`config.mk`:
```
export PLATFORM = sky130hd
export DESIGN_NAME = video_timing_scroll_register_unit_core
export DESIGN_NICKNAME = d
export VERILOG_FILES = /design/src/rtl/vtsr_pkg.sv /design/src/rtl/vtsr_obuf.sv /design/src/rtl/vtsr_core.sv /design/src/rtl/video_timing_scroll_register_unit_core.sv
export SDC_FILE = /design/constraint.sdc
export NUM_CORES = 1
export LEC_CHECK = 0
export ABC_CLOCK_PERIOD_IN_PS = 8900
export BUFFER_PORTS_ARGS = -buffer_cell sky130_fd_sc_hd__buf_2
export CORE_UTILIZATION = 40
export CTS_BUF_LIST = sky130_fd_sc_hd__clkbuf_8
export DETAILED_ROUTE_END_ITERATION = 6
export SETUP_SLACK_MARGIN = 0.2
export SLEW_MARGIN = 0
export SYNTH_ARGS = -nofsm -noshare
export SYNTH_HDL_FRONTEND = slang
export SYNTH_SLANG_ARGS = --single-unit
```
`constraint.sdc`:
```
create_clock -name clk_i -period 8.9 [get_ports clk_i]
set_input_delay 1.335 -clock clk_i [delete_from_list [all_inputs] [get_ports clk_i]]
set_output_delay 1.335 -clock clk_i [all_outputs]
set_load 0.05 [all_outputs]
```
`src/rtl/vtsr_pkg.sv`:
```
// Shared types and constants for the video timing and scroll register unit.
// No dependencies; used by vtsr_core, vtsr_obuf and the top level.
`default_nettype none

package vtsr_pkg;

  // Item kinds carried in the slave-side tuser
  typedef enum logic [1:0] {
    KIND_TICK  = 2'd0,
    KIND_WRITE = 2'd1,
    KIND_READ  = 2'd2
  } kind_e;

  // Register numbers within the register window
  localparam logic [2:0] REG_CTRL   = 3'd0;
  localparam logic [2:0] REG_MASK   = 3'd1;
  localparam logic [2:0] REG_STATUS = 3'd2;
  localparam logic [2:0] REG_SCROLL = 3'd5;
  localparam logic [2:0] REG_ADDR   = 3'd6;
  localparam logic [2:0] REG_DATA   = 3'd7;

  // Raster geometry
  localparam logic [8:0] DOT_LAST      = 9'd340;
  localparam logic [8:0] DOT_SKIP      = 9'd339;
  localparam logic [8:0] LINE_PRE      = 9'd261;
  localparam logic [8:0] LINE_VBL      = 9'd241;
  localparam logic [8:0] LINE_VISIBLE  = 9'd240;
  localparam logic [8:0] DOT_RESET     = 9'd340;
  localparam logic [8:0] LINE_RESET    = 9'd240;

  // Address copy masks
  localparam logic [15:0] VCOPY_MASK = 16'h7BE0;
  localparam logic [15:0] HCOPY_MASK = 16'h041F;

  localparam logic [3:0] NMI_DELAY = 4'd15;

  // One result item
  typedef struct packed {
    logic        in_vblank;
    logic [8:0]  scanline;
    logic [8:0]  dot;
    logic [2:0]  fine_scroll_x;
    logic [15:0] vram_address;
    logic        nmi_request;
    logic [7:0]  read_data;
  } result_t;

endpackage

`default_nettype wire

```
`src/rtl/vtsr_obuf.sv`:
```
// Two-entry result buffer (output register plus skid register).
// Depends on vtsr_pkg for the result struct.
`default_nettype none

module vtsr_obuf (
  input  wire logic             clk_i,
  input  wire logic             rst_ni,
  input  wire logic             in_valid_i,
  output logic                  in_ready_o,
  input  wire vtsr_pkg::result_t in_data_i,
  output logic                  out_valid_o,
  input  wire logic             out_ready_i,
  output vtsr_pkg::result_t     out_data_o
);

  logic              out_valid_q, skid_valid_q;
  vtsr_pkg::result_t out_data_q, skid_data_q;
  logic              push, pop, out_free;

  assign in_ready_o  = ~skid_valid_q;
  assign push        = in_valid_i & ~skid_valid_q;
  assign pop         = out_valid_q & out_ready_i;
  assign out_free    = ~out_valid_q | pop;
  assign out_valid_o = out_valid_q;
  assign out_data_o  = out_data_q;

  // Valid flags
  always_ff @(posedge clk_i or negedge rst_ni) begin
    if (!rst_ni) begin
      out_valid_q  <= 1'b0;
      skid_valid_q <= 1'b0;
    end else if (out_free) begin
      out_valid_q  <= skid_valid_q | push;
      skid_valid_q <= 1'b0;
    end else if (push) begin
      skid_valid_q <= 1'b1;
    end
  end

  // Payload: skid drains first, then fresh transfers
  always_ff @(posedge clk_i) begin
    if (out_free) begin
      if (skid_valid_q) begin
        out_data_q <= skid_data_q;
      end else if (push) begin
        out_data_q <= in_data_i;
      end
    end else if (push) begin
      skid_data_q <= in_data_i;
    end
  end

endmodule

`default_nettype wire

```
`src/rtl/vtsr_core.sv`:
```
// Raster counters, loopy scroll registers and vblank/NMI logic; one item per cycle while accept_i is high.
// Depends on vtsr_pkg for kinds, register numbers, constants and the result struct.
`default_nettype none

module vtsr_core (
  input  wire logic             clk_i,
  input  wire logic             rst_ni,
  input  wire logic             accept_i,
  input  wire logic [1:0]       kind_i,
  input  wire logic [2:0]       reg_index_i,
  input  wire logic [7:0]       write_data_i,
  input  wire logic             sprite_overflow_i,
  input  wire logic             sprite_zero_hit_i,
  output vtsr_pkg::result_t     result_o
);

  logic [8:0]  dot_q, dot_d, line_q, line_d;
  logic        odd_q, odd_d;
  logic [15:0] cur_q, cur_d, temp_q, temp_d;
  logic [2:0]  fine_x_q, fine_x_d;
  logic        toggle_q, toggle_d;
  logic [7:0]  last_q, last_d;
  logic        nmi_en_q, nmi_en_d, row_step_q, row_step_d;
  logic        show_bg_q, show_bg_d, show_spr_q, show_spr_d;
  logic        vblank_q, vblank_d, nmi_prev_q, nmi_prev_d;
  logic [3:0]  nmi_cnt_q, nmi_cnt_d;
  logic [7:0]  rd;
  logic        pulse, rendering, pre, render, fetch;

  function automatic logic [15:0] coarse_x(input logic [15:0] a);
    logic [15:0] r;
    r = a;
    if (a[4:0] == 5'd31) begin
      r[4:0] = 5'd0;
      r[10]  = ~a[10];
    end else begin
      r = a + 16'd1;
    end
    return r;
  endfunction

  function automatic logic [15:0] coarse_y(input logic [15:0] a);
    logic [15:0] r;
    logic [4:0]  row;
    r = a;
    if (a[14:12] != 3'd7) begin
      r[14:12] = a[14:12] + 3'd1;
    end else begin
      r[14:12] = 3'd0;
      row = a[9:5];
      if (row == 5'd29) begin
        row   = 5'd0;
        r[11] = ~a[11];
      end else if (row == 5'd31) begin
        row = 5'd0;
      end else begin
        row = row + 5'd1;
      end
      r[9:5] = row;
    end
    return r;
  endfunction

  // Next-state logic, in the order the item's effects apply
  always_comb begin
    dot_d      = dot_q;
    line_d     = line_q;
    odd_d      = odd_q;
    cur_d      = cur_q;
    temp_d     = temp_q;
    fine_x_d   = fine_x_q;
    toggle_d   = toggle_q;
    last_d     = last_q;
    nmi_en_d   = nmi_en_q;
    row_step_d = row_step_q;
    show_bg_d  = show_bg_q;
    show_spr_d = show_spr_q;
    vblank_d   = vblank_q;
    nmi_prev_d = nmi_prev_q;
    nmi_cnt_d  = nmi_cnt_q;
    rd         = 8'd0;
    pulse      = 1'b0;
    rendering  = show_bg_q | show_spr_q;
    pre        = 1'b0;
    render     = 1'b0;
    fetch      = 1'b0;

    unique case (kind_i)
      vtsr_pkg::KIND_TICK: begin
        // NMI delay countdown
        if (nmi_cnt_q != 4'd0) begin
          nmi_cnt_d = nmi_cnt_q - 4'd1;
          pulse     = (nmi_cnt_q == 4'd1) & nmi_en_q & vblank_q;
        end
        // Raster advance with the odd-frame dot skip
        if (rendering && odd_q && line_q == vtsr_pkg::LINE_PRE &&
            dot_q == vtsr_pkg::DOT_SKIP) begin
          dot_d  = 9'd0;
          line_d = 9'd0;
          odd_d  = ~odd_q;
        end else if (dot_q >= vtsr_pkg::DOT_LAST) begin
          dot_d = 9'd0;
          if (line_q >= vtsr_pkg::LINE_PRE) begin
            line_d = 9'd0;
            odd_d  = ~odd_q;
          end else begin
            line_d = line_q + 9'd1;
          end
        end else begin
          dot_d = dot_q + 9'd1;
        end
        pre    = line_d == vtsr_pkg::LINE_PRE;
        render = pre | (line_d < vtsr_pkg::LINE_VISIBLE);
        fetch  = (dot_d >= 9'd321 && dot_d <= 9'd336) ||
                 (dot_d >= 9'd1 && dot_d <= 9'd256);
        // Scroll increments and copies while rendering
        if (rendering) begin
          if (pre && dot_d >= 9'd280 && dot_d <= 9'd304) begin
            cur_d = (cur_d & ~vtsr_pkg::VCOPY_MASK) | (temp_q & vtsr_pkg::VCOPY_MASK);
          end
          if (render) begin
            if (fetch && dot_d[2:0] == 3'd0) cur_d = coarse_x(cur_d);
            if (dot_d == 9'd256) cur_d = coarse_y(cur_d);
            if (dot_d == 9'd257) begin
              cur_d = (cur_d & ~vtsr_pkg::HCOPY_MASK) | (temp_q & vtsr_pkg::HCOPY_MASK);
            end
          end
        end
        // Vblank set/clear; set and clear dots never coincide
        if (line_d == vtsr_pkg::LINE_VBL && dot_d == 9'd1) begin
          vblank_d = 1'b1;
        end else if (pre && dot_d == 9'd1) begin
          vblank_d = 1'b0;
        end
        if ((line_d == vtsr_pkg::LINE_VBL || pre) && dot_d == 9'd1) begin
          if (nmi_en_q && vblank_d && !nmi_prev_q) nmi_cnt_d = vtsr_pkg::NMI_DELAY;
          nmi_prev_d = nmi_en_q & vblank_d;
        end
      end
      vtsr_pkg::KIND_WRITE: begin
        last_d = write_data_i;
        unique case (reg_index_i)
          vtsr_pkg::REG_CTRL: begin
            row_step_d     = write_data_i[2];
            nmi_en_d       = write_data_i[7];
            temp_d[11:10]  = write_data_i[1:0];
            if (write_data_i[7] && vblank_q && !nmi_prev_q) nmi_cnt_d = vtsr_pkg::NMI_DELAY;
            nmi_prev_d     = write_data_i[7] & vblank_q;
          end
          vtsr_pkg::REG_MASK: begin
            show_bg_d  = write_data_i[3];
            show_spr_d = write_data_i[4];
          end
          vtsr_pkg::REG_SCROLL: begin
            if (!toggle_q) begin
              temp_d[4:0] = write_data_i[7:3];
              fine_x_d    = write_data_i[2:0];
            end else begin
              temp_d[14:12] = write_data_i[2:0];
              temp_d[9:5]   = write_data_i[7:3];
            end
            toggle_d = ~toggle_q;
          end
          vtsr_pkg::REG_ADDR: begin
            if (!toggle_q) begin
              temp_d[13:8] = write_data_i[5:0];
              temp_d[14]   = 1'b0;
            end else begin
              temp_d[7:0] = write_data_i;
              cur_d       = {temp_q[15:8], write_data_i};
            end
            toggle_d = ~toggle_q;
          end
          vtsr_pkg::REG_DATA: cur_d = cur_q + (row_step_q ? 16'd32 : 16'd1);
          default: ;
        endcase
      end
      vtsr_pkg::KIND_READ: begin
        if (reg_index_i == vtsr_pkg::REG_STATUS) begin
          rd         = {vblank_q, sprite_zero_hit_i, sprite_overflow_i, last_q[4:0]};
          vblank_d   = 1'b0;
          toggle_d   = 1'b0;
          nmi_prev_d = 1'b0;
        end else if (reg_index_i == vtsr_pkg::REG_DATA) begin
          cur_d = cur_q + (row_step_q ? 16'd32 : 16'd1);
        end
      end
      default: ;
    endcase
  end

  // State registers
  always_ff @(posedge clk_i or negedge rst_ni) begin
    if (!rst_ni) begin
      dot_q      <= vtsr_pkg::DOT_RESET;
      line_q     <= vtsr_pkg::LINE_RESET;
      odd_q      <= 1'b0;
      cur_q      <= 16'd0;
      temp_q     <= 16'd0;
      fine_x_q   <= 3'd0;
      toggle_q   <= 1'b0;
      last_q     <= 8'd0;
      nmi_en_q   <= 1'b0;
      row_step_q <= 1'b0;
      show_bg_q  <= 1'b0;
      show_spr_q <= 1'b0;
      vblank_q   <= 1'b0;
      nmi_prev_q <= 1'b0;
      nmi_cnt_q  <= 4'd0;
    end else if (accept_i) begin
      dot_q      <= dot_d;
      line_q     <= line_d;
      odd_q      <= odd_d;
      cur_q      <= cur_d;
      temp_q     <= temp_d;
      fine_x_q   <= fine_x_d;
      toggle_q   <= toggle_d;
      last_q     <= last_d;
      nmi_en_q   <= nmi_en_d;
      row_step_q <= row_step_d;
      show_bg_q  <= show_bg_d;
      show_spr_q <= show_spr_d;
      vblank_q   <= vblank_d;
      nmi_prev_q <= nmi_prev_d;
      nmi_cnt_q  <= nmi_cnt_d;
    end
  end

  // Result fields reflect the state after this item
  always_comb begin
    result_o.read_data     = rd;
    result_o.nmi_request   = pulse;
    result_o.vram_address  = cur_d;
    result_o.fine_scroll_x = fine_x_d;
    result_o.dot           = dot_d;
    result_o.scanline      = line_d;
    result_o.in_vblank     = vblank_d;
  end

endmodule

`default_nettype wire

```
`src/rtl/video_timing_scroll_register_unit_core.sv`:
```
// Top level of the video timing and scroll register unit.
// Depends on vtsr_pkg, vtsr_core (state update) and vtsr_obuf (result buffer).
//
//   channel   dir  contents
//   s_axis    in   tuser = kind; tdata = reg_index, write_data, overflow, zero hit
//   m_axis    out  tdata = read_data, nmi_request, vram_address, fine_scroll_x,
//                  dot, scanline, in_vblank
//
// One item per clock; its result is registered in the output buffer. The state
// update is a single pass of combinational logic on the item and the state
// registers. A two-entry output buffer keeps input open while one result waits;
// input stalls only when both entries are full.
// Reset puts the raster at line 240 dot 340 with all scroll and flag state clear.
`default_nettype none

module video_timing_scroll_register_unit_core (
  input  wire logic        clk_i,
  input  wire logic        rst_ni,
  input  wire logic        s_axis_tvalid,
  output logic             s_axis_tready,
  // [2:0] reg_index, [10:3] write_data, [11] sprite_overflow_in,
  // [12] sprite_zero_hit_in, [15:13] zero
  input  wire logic [15:0] s_axis_tdata,
  // [1:0] kind
  input  wire logic [1:0]  s_axis_tuser,
  output logic             m_axis_tvalid,
  input  wire logic        m_axis_tready,
  // [7:0] read_data, [8] nmi_request, [24:9] vram_address, [27:25] fine_scroll_x,
  // [36:28] dot, [45:37] scanline, [46] in_vblank, [47] zero
  output logic [47:0]      m_axis_tdata
);

  logic              accept;
  vtsr_pkg::result_t result, out_result;

  assign accept = s_axis_tvalid & s_axis_tready;

  vtsr_core u_core (
    .clk_i             (clk_i),
    .rst_ni            (rst_ni),
    .accept_i          (accept),
    .kind_i            (s_axis_tuser),
    .reg_index_i       (s_axis_tdata[2:0]),
    .write_data_i      (s_axis_tdata[10:3]),
    .sprite_overflow_i (s_axis_tdata[11]),
    .sprite_zero_hit_i (s_axis_tdata[12]),
    .result_o          (result)
  );

  vtsr_obuf u_obuf (
    .clk_i       (clk_i),
    .rst_ni      (rst_ni),
    .in_valid_i  (s_axis_tvalid),
    .in_ready_o  (s_axis_tready),
    .in_data_i   (result),
    .out_valid_o (m_axis_tvalid),
    .out_ready_i (m_axis_tready),
    .out_data_o  (out_result)
  );

  // Struct packs lowest field last, so it maps straight onto tdata
  assign m_axis_tdata = {1'b0, out_result};

endmodule

`default_nettype wire
```
### Word level (Yosys, flattened, before mapping)

Index checks and enable logic that the tools add are counted.
W data, S select, Z words.

* input port bits: 22
* bits in read-only memories: 0
* flip-flop bits (word level): 165
* latch bits: 0
* memories kept: 0
* word-level logic and storage cells: 220
* memory bits (writable): 0

* $add $sub $neg: 7
* multiplexer cells: 78
* equality and inequality tests: 28
* divide/modulo/power cells: 0
* reductions and logical operators: 45
* shift-type cells: 0
* order comparisons: 9
* $mul: 0
* bitwise gates (word level): 19

Operators by type and width (count)
* $mux W16: 16
* $mux W47: 2
* $mux W9: 9
* $pmux W16 S3: 1
* $eq A9 B9 Y1 const B: 5
* $mux W5: 8
* $ge A9 B9 Y1 const B: 4
* $pmux W16 S2: 1
* $le A9 B9 Y1 const B: 3
* $mux W8: 3
* $mux W4: 5
* $pmux W10 S2: 1
* $reduce_and A5 Y1: 4
* $add A9 B1 Y9 const B: 2
* $mux W1: 18
* $add A16 B1 Y16 const B: 1
* $add A16 B16 Y16: 1
* $or A16 B11 Y16: 1
* $or A16 B15 Y16: 1
* $reduce_and A4 Y1: 4
* $reduce_bool A2 Y1: 8
* $eq A5 B5 Y1 const B: 3
* $logic_and A1 B1 Y1: 15
* $mux W15: 1
* 36 further kinds: 69

### Logic depth before layout (Yosys ltp)

* depth in word-level cells: 33
* mapped depth: 21

### Hierarchy

A second synthesis with hierarchy kept.

* cells, all modules: 1124
* area total of the unflattened synthesis: 10860.4 µm²

Modules (own cells, without submodules)
* vtsr_core: area an instance 7118.1 µm², seq. area each 1736.7 µm², times used 1, cells each 965
* vtsr_obuf: area an instance 3724.8 µm², seq. area each 2872.8 µm², times used 1, cells each 156
* video_timing_scroll_register_unit_core: area an instance 17.5 µm², seq. area each 0.0 µm², times used 1, cells each 3

### Worst setup path after synthesis

No wires, ideal clock.

* path kind: reg2reg
* from: reg u_core.line_q[6]
* to: reg u_obuf.out_data_q (netlist bit u_obuf.out_data_o[17]) (data pin)
* library setup time: 0.169 ns
* slack: 3.762 ns
* clock period less this slack: 5.138 ns
* buffers on the path: 3
* cell stages (with the launch flop): 20
* arrival time: 4.969 ns
* cell sequence: dfstp_2 > buf_2 > or4_1 > clkbuf_1 > o31a_1 > or3_1 > o22a_1 > nor4_4 > buf_4 > mux2i_1 > nor3_2 > xnor2_1 > ha_1 > ha_1 > nand2_1 > or2_2 > a2111oi_0 > o221a_2 > o31ai_1 > o31ai_1

* word-level cells in the longest chain between the ends: 32

Ends and longest elaborated chain
* from (decl): line vtsr_core.sv:17 `logic [8:0] dot_q, dot_d, line_q, line_d;`
* from (signal assigned): line vtsr_core.sv:196 `line_q <= vtsr_pkg::LINE_RESET;`
* from (signal assigned): line vtsr_core.sv:212 `line_q <= line_d;`
* $add A9 B1 Y9, or another cell as far along: line vtsr_core.sv:107 `line_d = line_q + 9'd1;`
* $mux W9 or $logic_and A1 B1 Y1 (tied branches): line vtsr_core.sv:103, vtsr_core.sv:96
* $mux W9 or $logic_and A1 B1 Y1 (tied branches): line vtsr_core.sv:101, vtsr_core.sv:96
* $mux W9: line vtsr_core.sv:96 `if (rendering && odd_q && line_q == vtsr_pkg::LINE_PRE &&`
* $mux W9: line vtsr_core.sv:88 `unique case (kind_i)`
* $eq A9 B9 Y1 or $ge A9 B9 Y1 (tied branches): line vtsr_core.sv:112, vtsr_core.sv:118
* $logic_and A1 B1 Y1 (2 in a row): line vtsr_core.sv:118 `if (pre && dot_d >= 9'd280 && dot_d <= 9'd304) begin`
* $mux W16: line vtsr_core.sv:118
* [15 not listed]
* $mux W16: line vtsr_core.sv:88
* $or A16 B11 Y16: line vtsr_core.sv:125 `cur_d = (cur_d & ~vtsr_pkg::HCOPY_MASK) | (temp_q & vtsr_pkg::HCOPY_MASK);`
* $mux W16: line vtsr_core.sv:124 `if (dot_d == 9'd257) begin`
* $mux W16 *: line vtsr_core.sv:121 `if (render) begin`
* $mux W16 *: line vtsr_core.sv:117 `if (rendering) begin`
* $pmux W16 S3 *: line vtsr_core.sv:88
* $mux W47 *: line vtsr_obuf.sv:45 `end else if (push) begin`
* $mux W47 *: line vtsr_obuf.sv:43 `if (skid_valid_q) begin`
* to (signal assigned): line vtsr_obuf.sv:44 `out_data_q <= skid_data_q;`
* to (signal assigned): line vtsr_obuf.sv:46 `out_data_q <= in_data_i;`
* to (decl): line vtsr_obuf.sv:17 `vtsr_pkg::result_t out_data_q, skid_data_q;`

Every way passes the cells marked *; elsewhere a longest branch is shown, timed or not. The select of a mux whose other input is x is not followed.
A chain may end at the register's enable or synchronous reset.

### Worst setup path in the final report

* from: reg u_core.dot_q[0]
* to: reg u_obuf.out_data_q (netlist bit u_obuf.out_data_o[16]) (data pin)

* word-level cells in the longest chain between the ends: 31

Ends and longest elaborated chain
* from (decl): line vtsr_core.sv:17
* from (signal assigned): line vtsr_core.sv:195 `dot_q <= vtsr_pkg::DOT_RESET;`
* from (signal assigned): line vtsr_core.sv:211 `dot_q <= dot_d;`
* $add A9 B1 Y9, or another cell as far along: line vtsr_core.sv:110 `dot_d = dot_q + 9'd1;`
* $mux W9 or $logic_and A1 B1 Y1 (tied branches): line vtsr_core.sv:101, vtsr_core.sv:96
* $mux W9: line vtsr_core.sv:96
* $mux W9: line vtsr_core.sv:88
* $ge A9 B9 Y1 or $eq A9 B9 Y1 (tied branches): line vtsr_core.sv:118, vtsr_core.sv:112
* $logic_and A1 B1 Y1 (2 in a row): line vtsr_core.sv:118
* $mux W16: line vtsr_core.sv:118
* $mux W16: line vtsr_core.sv:117
* [14 not listed]
* $mux W16: line vtsr_core.sv:88
* $or A16 B11 Y16: line vtsr_core.sv:125
* $mux W16: line vtsr_core.sv:124
* $mux W16 *: line vtsr_core.sv:121
* $mux W16 *: line vtsr_core.sv:117
* $pmux W16 S3 *: line vtsr_core.sv:88
* $mux W47 *: line vtsr_obuf.sv:45
* $mux W47 *: line vtsr_obuf.sv:43

Marked as above.

==> key figures <==
Status
  • Outcome: complete, but fails checks
  • Violated checks: design-rule violations

Worst setup path
  • Critical path's slowest cell: nor4_1
  • Worst setup SP type: flop
  • Setup CP Type: flop to flop
  • Cell Chain, Critical Path: ha_1 -> nand2b_1 -> nor4_1 -> a21oi_1 -> o22a_1 -> nor4_4 -> buf_4 -> mux2i_1 -> nor3_2 -> xnor2_1 -> ha_1 -> ha_1 -> nand2_1 -> or2_2 -> nor2_1 -> o311a_1 -> o21ai_1 -> o31ai_1
  • Critical Path Sink Type: flop
  • Critical path arrival: around 6.1 ns
  • Reg2reg path depth: 18
  • Max incr delay on CP: ~0.7 ns
  • Critical path required time: just over 9 ns
  • Crit path top cell by count: ha_1
  • Worst-path fanout max: 27

Floorplan
  • Die area: 0.0276 sq mm
  • Die height: about 170 um
  • CORE AREA: roughly 0.026 sq mm
  • Die Wd: 166 um
  • Initial Utilization: between 40% and 50%
  • # IOs: around 70
  • FP Rows: 59

Global route
  • First-pass GRT wire length: 49,900 um
  • Global-route usage over all layers: between 20% and 30%
  • Vias in the first global route: approximately 9,000
  • Largest net degree at the start of global routing: slightly above 70
  • Remaining Overflow, GRT: 0
  • Initial antenna violation count: 0

Synth
  • Mean Syn Cell Area: around 9 sq um
  • Ys async rst share: about 43%
  • Top cells by area, synth: edfxtp_1 26%, dfrtp_1 15%, mux2_2 4.9%
  • FF+latch count, synth: approximately 170
  • Synth Instances: about 1,200
  • Adder-cell share of the synthesized area: under 10%
  • EDFF count, synth: between 90 and 100
  • Post-synth top area cell: edfxtp_1
  • Top cells by count, synth: 135 x nand2_1, 99 x nor2_1, 94 x edfxtp_1, 86 x a21oi_1, 85 x o21ai_0
  • Most used standard cell by instance count after synthesis: nand2_1
  • Register area share after synthesis: around 43%
  • Xor and xnor area share after synthesis: under 10%
  • Yosys warns: 0
  • Netlist cell types: 77
  • Post-synthesis simple-gate area fraction: about a fifth
  • Top-area cell type share of the netlist area: around a quarter
  • Mapped Nets: about 1,200
  • Main combinational cell family by area after synthesis: compound AO/OA/AOI/OAI gates
  • Main synth FF type: edfxtp_1
  • Mux cell area share after synthesis: roughly 6.8%
  • Mapped Area: roughly 0.011 sq mm
  • Synth Area in Compound Gates: between 20 and 25%

Pwr
  • Max VDD drop: 0.0866 mV
  • Power Dens Cells: around 210 mW/mm^2
  • Leak: 0.00443 uW

STA
  • Clk_skew: about 0.018 ns
  • Slew @ Worst Pin: ~1 ns
  • Hold Slack: 0.480 ns
  • Setup TNS: 0 ns
  • # setup viols final: 0
  • RSZ-0062 raised after global routing: no
  • Max Slew Vio Count: 0
  • Final worst-path cycle share: ~66%
  • Final Hold Fails: 0
  • Max Freq: 170 MHz
  • Max-slew headroom: between 30% and 40%
  • Min cycle time layout: a little under 6 ns

CTS
  • Root Buffer Master: clkbuf_8
  • CTS H-tree lvls: 4
  • Postcts setup bufs: 0
  • Clock sink count: approximately 170
  • Number of CTS-inserted buffers: 17
  • Clk buf depth: 2
  • Post-CTS Resized: 0
  • CTS clk-pin slew, worst paths: between 0.1 and 0.15 ns
  • CTS Hold Bufs: 0
  • CTS tree: yes
  • Clock Latency Late Sink: about 0.47 ns

Hold path
  • Hold Crit Class: flop to flop
  • Hold path cells: 2

Cells and area
  • Layout area overhead: 8.34%
  • Antenna cells: 0
  • Share of layout cells above drive strength 1: 15.7%
  • Nets: about 1,200
  • # fillers: between 2,000 and 3,000

Placement
  • Port-buffer cells: between 60 and 70
  • Placer Congestion: a little over 0.9
  • Final HPWL DP: between 20,000 and 25,000 um

Detailed routing
  • Via count: 9,385
  • ANT nets after route: 0
  • DRC: 5
  • Drt pass-1 iters: 7
  • Per-cell routed wire length: ~20 um
  • Vias per cell: 6.06
  • Detailed Route Iter0 Violations: around 980
  • Post-Route WL: about 31,000 um

Run
  • Max cap viols: 0
[per-stage QoR]
step	setup WS [ns]	total power [uW]	utilization (%)	instance area (sq um)	cells
3_3_place_gp	3.24	1940	43.1	11300	1517
3_5_place_dp	3.18	1950	43.1	11300	1517
2_1_floorplan	3.76	1720	-	10800	1193
4_1_cts	3.11	2490	44.5	11700	1549
5_1_grt	2.54	2630	44.5	11700	1549
6_report	3.00	2490	44.5	11700	1549
[kinds of logic (layout without fill, tap and decap cells)]
family                     count (synthesis)  after routing
and+or+nand+nor                          419            419
AOI/OAI and AO/OA                        358            358
DFF                                      165            165
buffers and inverters                    138            159
muxes                                     67             67
xor gates and xnor gates                  25             25
adders and majority gates                 20             20
other                                      1              1
[where the power goes]
part	switching (uW)	internal, uW	total [uW]
Combinational	520	284	804
Clock	322	218	539
Sequential	192	955	1150
[path summary, 6_finish.rpt]
path / endpoint / slack [ns] / from
worst max-delay path: u_obuf.out_data_o[16]$_DFFE_PP_ / 3.00 / u_core.dot_q[0]$_DFFE_PN0P_
worst min-delay path: u_core.fine_x_q[2]$_DFFE_PN0P_ / 0.48 / u_core.fine_x_q[2]$_DFFE_PN0P_
worst max register to register: u_obuf.out_data_o[16]$_DFFE_PP_ / 3.00 / u_core.dot_q[0]$_DFFE_PN0P_
worst min register to register: u_core.fine_x_q[2]$_DFFE_PN0P_ / 0.48 / u_core.fine_x_q[2]$_DFFE_PN0P_
max in group asynchronous: u_core.line_q[8]$_DFFE_PN0P_ / 7.21 / rst_ni
min in group asynchronous: u_core.dot_q[5]$_DFFE_PN0P_ / 1.02 / rst_ni
[critical path, delay by kind of cell, from the launching register on]
family	cells	cell delay, ns
flip-flops	1	0.58
multiplexers	1	0.40
AND/OR/NAND/NOR	7	2.01
buffers and inverters	1	0.36
AO/OA/AOI/OAI	5	1.28
XOR/XNOR	1	0.17
adder cells (fa/ha/maj)	3	0.81
[sequential cells by signal, indices dropped and copies added (netlist names), 3 cells and up]
| register | cells |
|---|---|
| u_obuf.out_data_o | 47 |
| u_core.cur_q | 16 |
| u_core.dot_q | 9 |
| u_core.line_q | 9 |
| u_core.last_q | 5 |
| u_core.nmi_cnt_q | 4 |
| u_obuf.skid_data_q | 47 |
| u_core.fine_x_q | 3 |
| u_core.temp_q | 15 |
[layout make-up]
class	instances	area [sq um]	area share, %
well taps	335	419	3.59
inverters	45	169	1.45
multi-input cells	890	5650	48.4
flip-flops and latches	165	4610	39.5
repair buffers	82	450	3.86
clock buffers	19	262	2.24
clock inverters	13	115	0.986
[metal layers]
metal  vias up  wire length [um]  global-route usage [%]
met5         -                 0                       0
met4         0               533                    6.34
met3        41              1940                    3.79
met2       334             14300                    36.1
met1      4539             14300                    32.3
li1       4471                 -                       -
[cells in the final DEF, fill, tap and decap left out, types with 10 or more instances in the layout]
cell type and instances:
a211oi_1 14, a21oi_1 86, a31oi_1 12, and2_1 14, and3_1 18, buf_2 66
buf_4 16, clkbuf_8 19, dfrtp_1 63, edfxtp_1 94, ha_1 20, inv_1 43
mux2_2 47, mux2i_1 20, nand2_1 135, nand3_1 37, nand4_1 13, nor2_1 97
nor3_1 20, nor4_1 12, o211ai_1 10, o21ai_0 85, o221ai_1 13, o31a_1 12
o31ai_1 16, or3_1 16, xnor2_1 15, xor2_1 10
No activity file was read; power rests on OpenSTA's default activity.
